## src/debounce_bank_with_toggle_unit_assert.svh

```systemverilog
// Assertion macros used by the debounce bank top level.
`ifndef DEBOUNCE_BANK_WITH_TOGGLE_UNIT_ASSERT_SVH
`define DEBOUNCE_BANK_WITH_TOGGLE_UNIT_ASSERT_SVH

// The consequent must hold in the same cycle as the antecedent.
`define DBT_ASSERT_NOW(label, clk, rst, ante, cons) \
   label: assert property (@(posedge clk) disable iff (rst) (ante) |-> (cons)) \
      else $error("debounce bank check failed");

// The consequent must hold in the cycle after the antecedent.
`define DBT_ASSERT_NEXT(label, clk, rst, ante, cons) \
   label: assert property (@(posedge clk) disable iff (rst) (ante) |=> (cons)) \
      else $error("debounce bank check failed");

`endif

```

## src/dbt_pkg.sv

```systemverilog
// Package with the constants and command codes of the debounce bank.
package dbt_pkg;
   localparam int CHANNELS = 6;
   localparam int OUT_BITS = 6;
   localparam int CNT_W = 8;
   localparam int SCAN_W = 32;
   localparam logic [CNT_W-1:0] THRESHOLD_RESET = CNT_W'(3);

   typedef enum logic [1:0] {
      CMD_SCAN = 2'd0,
      CMD_SET_TOGGLE = 2'd1,
      CMD_CLEAR_TOGGLE = 2'd2,
      CMD_RESET_ALL = 2'd3
   } cmd_type;
endpackage

```

## src/debounce_bank_with_toggle_unit.sv

```systemverilog
// Top level of the debounce bank: six counter debouncers with toggle latches.
// Each accepted request word is processed combinationally and its response word is
// held in an output register; a new request is taken every cycle as long as the
// response register is empty or being read in the same cycle, so the block
// sustains one word per clock and a stalled response holds off new requests.
// A scan word advances every channel's differ counter against the threshold,
// commands one and two write one toggle latch, and command three returns the
// bank and the scan count to their reset values without touching the threshold.
`include "debounce_bank_with_toggle_unit_assert.svh"

module debounce_bank_with_toggle_unit (
   input  logic                     clock,
   input  logic                     reset,
   input  logic                     csr_wr_en,
   input  logic [7:0]               csr_wr_data,
   input  logic                     req_valid,
   output logic                     req_ready,
   input  dbt_pkg::cmd_type         req_cmd,
   input  logic [5:0]               req_raw_pins,
   input  logic [2:0]               req_pin_index,
   input  logic                     req_toggle_value,
   output logic                     rsp_valid,
   input  logic                     rsp_ready,
   output logic [5:0]               rsp_stable_bits,
   output logic [5:0]               rsp_changed_bits,
   output logic [5:0]               rsp_toggle_bits,
   output logic [31:0]              rsp_scan_total
);
   import dbt_pkg::*;

   localparam int EXT_W = (CHANNELS > OUT_BITS) ? CHANNELS : OUT_BITS;

   logic [CNT_W-1:0]    threshold_ff;
   logic [CHANNELS-1:0] stable_ff, stable_in;
   logic [CHANNELS-1:0] previous_ff, previous_in;
   logic [CHANNELS-1:0] toggle_ff, toggle_in;
   logic [CNT_W-1:0]    count_ff [CHANNELS];
   logic [CNT_W-1:0]    count_in [CHANNELS];
   logic [SCAN_W-1:0]   scan_ff, scan_in;

   logic                rsp_valid_ff;
   logic [OUT_BITS-1:0] stable_out_ff, changed_out_ff, toggle_out_ff;
   logic [SCAN_W-1:0]   scan_out_ff;

   logic                accept;
   logic [EXT_W-1:0]    raw_ext;
   logic [EXT_W-1:0]    stable_ext, changed_ext, toggle_ext;
   logic [CNT_W-1:0]    count_inc [CHANNELS];
   logic                index_ok;

   assign req_ready = !reset && (!rsp_valid_ff || rsp_ready);
   assign accept = req_valid && req_ready;
   assign raw_ext = EXT_W'(req_raw_pins);
   assign index_ok = 32'(req_pin_index) < CHANNELS;

   always_comb begin
      stable_in = stable_ff;
      previous_in = previous_ff;
      toggle_in = toggle_ff;
      scan_in = scan_ff;
      for (int i = 0; i < CHANNELS; i++) begin
         count_in[i] = count_ff[i];
         count_inc[i] = count_ff[i] + CNT_W'(1);
      end
      unique case (req_cmd)
         CMD_SCAN: begin
            scan_in = scan_ff + SCAN_W'(1);
            for (int i = 0; i < CHANNELS; i++) begin
               if (raw_ext[i] == stable_ff[i]) begin
                  count_in[i] = '0;
               end else if (count_inc[i] >= threshold_ff) begin
                  count_in[i] = '0;
                  previous_in[i] = stable_ff[i];
                  stable_in[i] = raw_ext[i];
                  if (stable_ff[i] && !raw_ext[i]) begin
                     toggle_in[i] = !toggle_ff[i];
                  end
               end else begin
                  count_in[i] = count_inc[i];
               end
            end
         end
         CMD_SET_TOGGLE: begin
            for (int i = 0; i < CHANNELS; i++) begin
               if (index_ok && 32'(req_pin_index) == i) begin
                  toggle_in[i] = req_toggle_value;
               end
            end
         end
         CMD_CLEAR_TOGGLE: begin
            for (int i = 0; i < CHANNELS; i++) begin
               if (index_ok && 32'(req_pin_index) == i) begin
                  toggle_in[i] = 1'b1;
               end
            end
         end
         CMD_RESET_ALL: begin
            stable_in = '1;
            previous_in = '1;
            toggle_in = '1;
            scan_in = '0;
            for (int i = 0; i < CHANNELS; i++) begin
               count_in[i] = '0;
            end
         end
         default: begin
            scan_in = scan_ff;
         end
      endcase
   end

   assign stable_ext = EXT_W'(stable_in);
   assign changed_ext = EXT_W'(stable_in ^ previous_in);
   assign toggle_ext = EXT_W'(toggle_in);

   always_ff @(posedge clock) begin
      if (reset) begin
         threshold_ff <= THRESHOLD_RESET;
         stable_ff <= '1;
         previous_ff <= '1;
         toggle_ff <= '1;
         scan_ff <= '0;
         for (int i = 0; i < CHANNELS; i++) begin
            count_ff[i] <= '0;
         end
         rsp_valid_ff <= 1'b0;
      end else begin
         if (csr_wr_en) begin
            threshold_ff <= csr_wr_data;
         end
         if (accept) begin
            stable_ff <= stable_in;
            previous_ff <= previous_in;
            toggle_ff <= toggle_in;
            scan_ff <= scan_in;
            for (int i = 0; i < CHANNELS; i++) begin
               count_ff[i] <= count_in[i];
            end
            rsp_valid_ff <= 1'b1;
         end else if (rsp_ready) begin
            rsp_valid_ff <= 1'b0;
         end
      end
   end

   always_ff @(posedge clock) begin
      if (accept) begin
         stable_out_ff <= stable_ext[OUT_BITS-1:0];
         changed_out_ff <= changed_ext[OUT_BITS-1:0];
         toggle_out_ff <= toggle_ext[OUT_BITS-1:0];
         scan_out_ff <= scan_in;
      end
   end

   assign rsp_valid = rsp_valid_ff;
   assign rsp_stable_bits = stable_out_ff;
   assign rsp_changed_bits = changed_out_ff;
   assign rsp_toggle_bits = toggle_out_ff;
   assign rsp_scan_total = scan_out_ff;

   `DBT_ASSERT_NEXT(a_accept_gives_word, clock, reset, accept, rsp_valid)
   `DBT_ASSERT_NOW(a_stall_blocks_input, clock, reset, rsp_valid && !rsp_ready, !req_ready)
   `DBT_ASSERT_NEXT(a_scan_counts, clock, reset, accept && req_cmd == CMD_SCAN,
      rsp_scan_total == $past(scan_ff) + SCAN_W'(1))
   `DBT_ASSERT_NEXT(a_reset_cmd_clears, clock, reset, accept && req_cmd == CMD_RESET_ALL,
      rsp_scan_total == '0 && rsp_changed_bits == '0 && stable_ff == '1 && toggle_ff == '1)
endmodule

```

## config.mk

```make
export PLATFORM = sky130hd
export DESIGN_NAME = debounce_bank_with_toggle_unit
export DESIGN_NICKNAME = d
export VERILOG_FILES = /design/src/dbt_pkg.sv /design/src/debounce_bank_with_toggle_unit.sv
export VERILOG_INCLUDE_DIRS = /design/src /design/src/src
export SDC_FILE = /design/constraint.sdc
export NUM_CORES = 1
export LEC_CHECK = 0
export ABC_AREA = 1
export ABC_CLOCK_PERIOD_IN_PS = 3800
export BUFFER_PORTS_ARGS = -buffer_cell sky130_fd_sc_hd__buf_2
export CELL_PAD_IN_SITES_DETAIL_PLACEMENT = 1
export CELL_PAD_IN_SITES_GLOBAL_PLACEMENT = 1
export CORE_ASPECT_RATIO = 2
export CORE_MARGIN = 5
export CORE_UTILIZATION = 41
export CTS_CLUSTER_SIZE = 24
export DETAILED_ROUTE_END_ITERATION = 10
export PLACE_DENSITY_LB_ADDON = 0.1
export SYNTH_ARGS = -nofsm -noshare
export SYNTH_HDL_FRONTEND = slang
export SYNTH_SLANG_ARGS = --single-unit
```

## constraint.sdc

```tcl
create_clock -name clock -period 3.8 [get_ports clock]
set_clock_uncertainty 0.05 [all_clocks]
set_input_delay 0.19 -clock clock [delete_from_list [all_inputs] [get_ports clock]]
set_output_delay 0.19 -clock clock [all_outputs]
set_load 0.01 [all_outputs]
```

==> results.ini, run 1 <==
[critical_path]
worstSetupEndpointType=flop
critical_path_arrival_ns=3.14
max_stage_delay_ns=0.41
start_kind=flop
crit_path_frequent_cell=nand2_1
crit_family=simple AND/OR/NAND/NOR gates
critPathMaxFanout=5
cp_cell_sequence=nand3_1 -> nor3b_1 -> nand2_1 -> xor2_1 -> inv_1 -> ha_1 -> nand2_1 -> inv_1 -> nand2_1 -> nor2_1 -> nor2_1 -> nand2_1 -> nand3_1 -> nand3_1 -> nand2_1 -> nand2_1 -> nand2_1 -> nand2_1
crit_type=flop to flop
required_ns=3.96
cp_num_buf_inv=2
crit_slowest_cell=edfxtp_1

[power]
pwr-share-comb_pct=16.8
power_w=0.00433
power.leakage_nw=5.02
pwr-share-clk_pct=37.7
seqPwrFrac_pct=45.5
p_per_area_mw_per_mm2=399
p_int_w=0.00307
peakVddDrop_v=0.000265
switching_share_pct=29.0
p_sw_w=0.00126

[routing]
wl_um=28500
antenna_left=0
drt_iter0_drc=279
via_per_inst=5.28
drt-pass1-iter-count=4
drcViolationCount=0
vias=8549
routedWlPerCell_um=17.6

[clock_network]
path_clk_slew_ns=0.06
ctsHtreeMaxLevel=4
cts_buffers=17
clkLatencyLatePin_ns=0.45
clk_path_buf_depth=2
cts_resized=0
postCtsSetupRepairBufs=0
cts_root_buf=clkbuf_16
postCtsHoldBufs=11
clock-sinks=157
tritoncts=yes

[timing]
hold_viol_final=0
tightest_slew_ns=0.788
tns_ns=0
drv_slew=0
fin_crit_ns=2.99
max_freq_mhz=335
timing.slew.headroom_pct=47.4
setup_violations=0
rsz0062_at_grt=false
finalCritPeriodShare_pct=78.6

[placement]
port_buffers=76
dp_hpwl_um=22300
gp_congestion=0.826

[run]
drv_cap=0

[die]
row_count=78
start_util_pct=41.6
ioPinCount=77
die-area_mm2=0.0264
fp.dieW_um=117
die_h_um=225
core_area_mm2=0.0227

[synthesis]
synth_cell_types=39
synth_cells=1233
syn_area_per_cell_um2=7.68
ys_warn_count=0
ys_ff_latch=157
synth_nets=1323
syn_area_mm2=0.00947
seq_area_frac_synth_pct=43.5

[min_path]
hold_class=input pin to flop

[global_routing]
grt_pass1_vias=9345
gr-total-overflow=0
grt_antenna_before_repair=0
grt_max_degree=49
grt_pass1_wl_um=46900
track_usage_pct=22.2

[cells_and_area]
drive_above_1_share_pct=11.3
fin_nets=1416
antenna_cells=0
syn_to_final_growth_pct=14.6

[status]
status=complete, no violations

-- cells by family (layout without fill, tap and decap cells) --
kind of cell / count (synthesis) / count (layout) / synth area share (%)
DFF: 157 / 157 / 43.5
buffers and inverters: 230 / 336 / 9.30
AOI/OAI and AO/OA: 117 / 117 / 6.78
xor gates and xnor gates: 17 / 17 / 1.57
and+or+nand+nor: 647 / 647 / 30.2
adders and majority gates: 65 / 65 / 8.59
-- tightest hold or removal path, cell delays in order --
cell,delay [ns]
buf_2,0.09
o21ai_0,0.09
a21oi_1,0.12
-- synthesized netlist by cell type (all sizes together) --
cell	number	share of area (%)
clkinv	2	0.092
a31oi	3	0.20
nand3	87	4.7
nand2	332	13
o21ai	55	2.9
nor3	38	2.3
a211oi	1	0.079
nor3b	5	0.40
nor4	1	0.066
dfxtp	59	12
xor2	17	1.6
o31ai	4	0.32
inv	205	8.1
buf	14	0.73
edfxtp	98	31
ha	65	8.6
o21bai	4	0.32
a22oi	6	0.48
nor2	122	5.4
o22ai	1	0.066
nand3b	2	0.16
o21a	1	0.079
clkbuf	9	0.36
a21oi	42	2.3
or3	1	0.066
nand4	50	3.3
or2	1	0.066
and3	8	0.53
-- sequential cells by signal (all words and copies together) (netlist names) --
name / cells
threshold_ff: 8
toggle_ff: 6
rsp_valid: 1
count_ff: 48
stable_ff: 6
rsp_stable_bits: 6
previous_ff: 6
rsp_changed_bits: 6
rsp_toggle_bits: 6
rsp_scan_total: 32
scan_ff: 32
-- cell usage in the layout (no fill, tap or decap), drive strengths merged, types with 2 or more instances in the layout --
cell type,instances
a21oi,42
a22oi,6
a31oi,3
and3,8
buf,86
clkbuf,19
clkinv,11
clkinvlp,3
dfxtp,59
dlygate4sd3,11
edfxtp,98
ha,65
inv,205
nand2,332
nand3,87
nand3b,2
nand4,50
nor2,122
nor3,38
nor3b,5
o21ai,55
o21bai,4
o31ai,4
xor2,17
-- power by group through the flow --
stage	registers, W	logic (W)	clock network, W
finish	0.00197	0.000730	0.00163
global route	0.00198	0.000847	0.00175
CTS	0.00197	0.000747	0.00169
detailed placement	0.00201	0.000733	0
global placement	0.00200	0.000709	0
floorplan	0.00200	0.000483	0
-- path summary, 6_finish.rpt --
path | start | end | slack (ns) | cells past startpoint
max | count_ff[2][0] | rsp_changed_bits[2] | 0.81 | 18
min | csr_wr_data[7] | threshold_ff[7] | 0.03 | 3
max reg2reg | count_ff[2][0] | rsp_changed_bits[2] | 0.81 | 18
min reg2reg | scan_ff[31] | scan_ff[31] | 0.42 | 2
-- layout make-up --
cell class / instances / area, µm²
Clock buffer: 19 / 454
Clock inverter: 13 / 97.6
Fill cell: 2885 / 11900
Inverter: 207 / 781
Multi-Input combinational cell: 846 / 4480
Sequential cell: 157 / 4120
Tap cell: 280 / 350
Timing Repair Buffer: 97 / 566
-- per-stage QoR --
stage               cell area, µm²  hold slack [ns]  setup slack, ns  instances  utilization (%)
floorplan                     9470            0.212            0.945       1233                -
global placement             10200            0.366            0.885       1576             44.8
detailed placement           10200            0.371            0.823       1576             44.8
CTS                          10900          0.00474            0.801       1619             47.7
global route                 10900           0.0523            0.446       1619             47.7
finish                       10900           0.0296            0.814       1619             47.7
-- routing by layer --
metal	up-vias	global-route usage (%)	routed length (µm)
li1	4234	-	-
met1	4158	20.1	9850
met2	104	46.0	16800
met3	53	3.97	631
met4	0	10.6	1160
met5	-	0	0
Note: power is estimated with default switching activity, not from simulation.
==> run 2: changes to the inputs <==
Settings changed: ABC_CLOCK_PERIOD_IN_PS 3800 to 2470.
Clock period 3.8 ns to 2.47 ns, I/O delays scaled along.
==> run 2 against run 1 <==
Compared with the run above:
- non-clock buffer count increased by 159
- combinational power increased by 140%
- sequential power increased by 54%
- highest routed layer is now met5
- die area unchanged
- clock power increased by 56%
- the run now ends with negative setup slack left
- cell area increased by 21%
- flip-flop and latch count unchanged
==> results.ini, run 2 (synthesis results as in run 1) <==
[timing]
tightest_slew_ns=0.782  ; -0.00593 ns
fin_hold_ws_ns=0.104  ; +0.0747 ns
drv_slew=0  ; unchanged
rsz0062_at_grt=true
setup_ws_ns=-0.267  ; -1.08 ns
setup_violations=63  ; +63
hold_viol_final=0  ; unchanged
timing.slew.headroom_pct=47.8  ; +0.40 points
finalCritPeriodShare_pct=111  ; +32 points
fin_crit_ns=2.74  ; -0.250 ns
max_freq_mhz=365  ; +9.1%

[critical_path]
rr_worst_depth=16  ; -2
endpoint=rsp_changed_bits[2]
critPathLaunch=count_ff[2][0]
crit_family=simple AND/OR/NAND/NOR gates
required_ns=2.62  ; -1.34 ns
crit_type=flop to flop
crit_slowest_cell=edfxtp_1
critical_path_arrival_ns=2.89  ; -0.25 ns
cp_cell_sequence=nand3_2 -> nor3b_4 -> nand2_1 -> xor2_1 -> inv_1 -> ha_4 -> a21oi_1 -> nand2_2 -> nor2_4 -> nand2_4 -> nand2_1 -> nand3_1 -> nand2_1 -> nand2_2 -> nand3_2 -> nand2_1
critPathMaxFanout=4  ; -1
start_kind=flop
r2r_end=rsp_changed_bits[2]
path_depth=16  ; -2
r2r_start=count_ff[2][0]
r2r_setup_slack_ns=-0.27  ; -1.08 ns
max_stage_delay_ns=0.40  ; about the same
worstSetupEndpointType=flop
crit_path_frequent_cell=nand2_1
cp_num_buf_inv=1  ; -1

[die]
start_util_pct=41.6  ; unchanged
fp.dieW_um=117  ; unchanged
die_h_um=225  ; unchanged
die-area_mm2=0.0264  ; unchanged
core_area_mm2=0.0227  ; unchanged
row_count=78  ; unchanged
ioPinCount=77  ; unchanged

[placement]
dp_hpwl_um=22300  ; +0.28%
port_buffers=76  ; unchanged
dp_slack_ns=-0.342  ; -1.17 ns
gp_congestion=0.883  ; +6.9%

[clock_network]
tritoncts=yes
ctsHtreeMaxLevel=4  ; unchanged
cts_buffers=17  ; unchanged
clock-sinks=157  ; unchanged
clk_path_buf_depth=2  ; unchanged
clkLatencyLatePin_ns=0.45  ; about the same
path_clk_slew_ns=0.06  ; about the same
cts_root_buf=clkbuf_16

[cells_and_area]
largest-register=count_ff
largest_reg_flops=48  ; unchanged
antenna_cells=0  ; unchanged
layout_common_cells=nand2_1 (258), inv_1 (177), buf_4 (146), edfxtp_1 (98), buf_2 (76)
fin_util_pct=57.8  ; +10 points
fin_nets=1575  ; +11%
layout_commonest_cell=nand2_1
syn_to_final_growth_pct=38.7
drive_above_1_share_pct=34.5  ; +23 points

[routing]
via_per_inst=5.22  ; -1.1%
antenna_left=0  ; unchanged
vias=9287  ; +8.6%
drt-pass1-iter-count=4  ; unchanged
drt_iter0_drc=445  ; +59%
wl_um=32100  ; +13%
drcViolationCount=0  ; unchanged
routedWlPerCell_um=18.1  ; +2.7%

[global_routing]
grt_pass1_vias=10087  ; +7.9%
grt_pass1_wl_um=49200  ; +5.1%
track_usage_pct=23.4  ; +1.1 points
grt_max_degree=98  ; +100%
grt_antenna_before_repair=1  ; +1
gr-total-overflow=0  ; unchanged

[status]
status=complete, but fails checks
violations=negative setup slack

[power]
power.leakage_nw=5.95  ; +18%
p_per_area_mw_per_mm2=558  ; +40%
power_w=0.00733  ; +69%
peakVddDrop_v=0.000453  ; +71%

[run]
drv_cap=0  ; unchanged

[min_path]
hold_class=input pin to flop

-- run 2: cell types whose count changed in the layout (fill, tap and decap cells not counted), moves of 15 or more --
cell,delta
nand3_1,-30
nand2_4,+15
nor2_4,+21
inv_2,+24
nand2_2,+52
nor2_1,-36
nand3_2,+30
nor2_2,+15
buf_6,+17
buf_4,+136
inv_1,-25
nand2_1,-67
-- run 2: worst min path at each step --
stage / startpoint / end / slack (ns) / cells after the start
after floorplan: reset / rsp_valid / 0.15 / 1
after global placement: csr_wr_data[1] / threshold_ff[1] / 0.30 / 3
after detailed placement: csr_wr_data[0] / threshold_ff[0] / 0.30 / 3
after CTS: csr_wr_en / threshold_ff[3] / 0.07 / 3
after global routing: csr_wr_en / threshold_ff[3] / 0.12 / 3
final: csr_wr_en / threshold_ff[3] / 0.10 / 3
-- run 2: power by group --
group / switching, W / internal (W)
Sequential: 0.0000851 / 0.00294
Clock: 0.00111 / 0.00144
Combinational: 0.00105 / 0.000711
Total: 0.00224 / 0.00509
-- run 2: metrics by stage --
stage	instance area, µm²	instances	setup TNS [ns]
finish	13100	1778	-6.71
global route	13100	1778	-19.70
CTS	12400	1761	-1.55
detailed placement	11000	1671	-7.14
global placement	11000	1671	-3.95
floorplan	9510	1233	0
-- run 2: per-layer routing --
layer	part of all wire (%)	routed length [µm]	track usage [%]
met1	34	11100	21.4
met2	57	18400	48.1
met3	2.8	892	3.94
met4	5.4	1740	11.4
met5	0.040	13	0
-- run 2: worst min-delay path: cells and delay by family --
family                 cells  cell delay, ns
AO/OA/AOI/OAI              1            0.16
buffers and inverters      2            0.27
-- run 2: timing repair --
action,CTS,global route
hold buffers,14,0
hold endpoints to repair,9,0
setup buffers,44,17
pin swaps,56,76
resized for setup,107,161
setup endpoints to repair,62,84
-- run 2: layout make-up --
cell class | count | area, µm²
clock buffer | 22 | 464
clock inverter | 10 | 88.8
fill | 2749 | 9610
inverter | 207 | 783
multi-input combinational | 846 | 5450
sequential | 157 | 4120
tap | 280 | 350
timing repair buffer | 256 | 1870
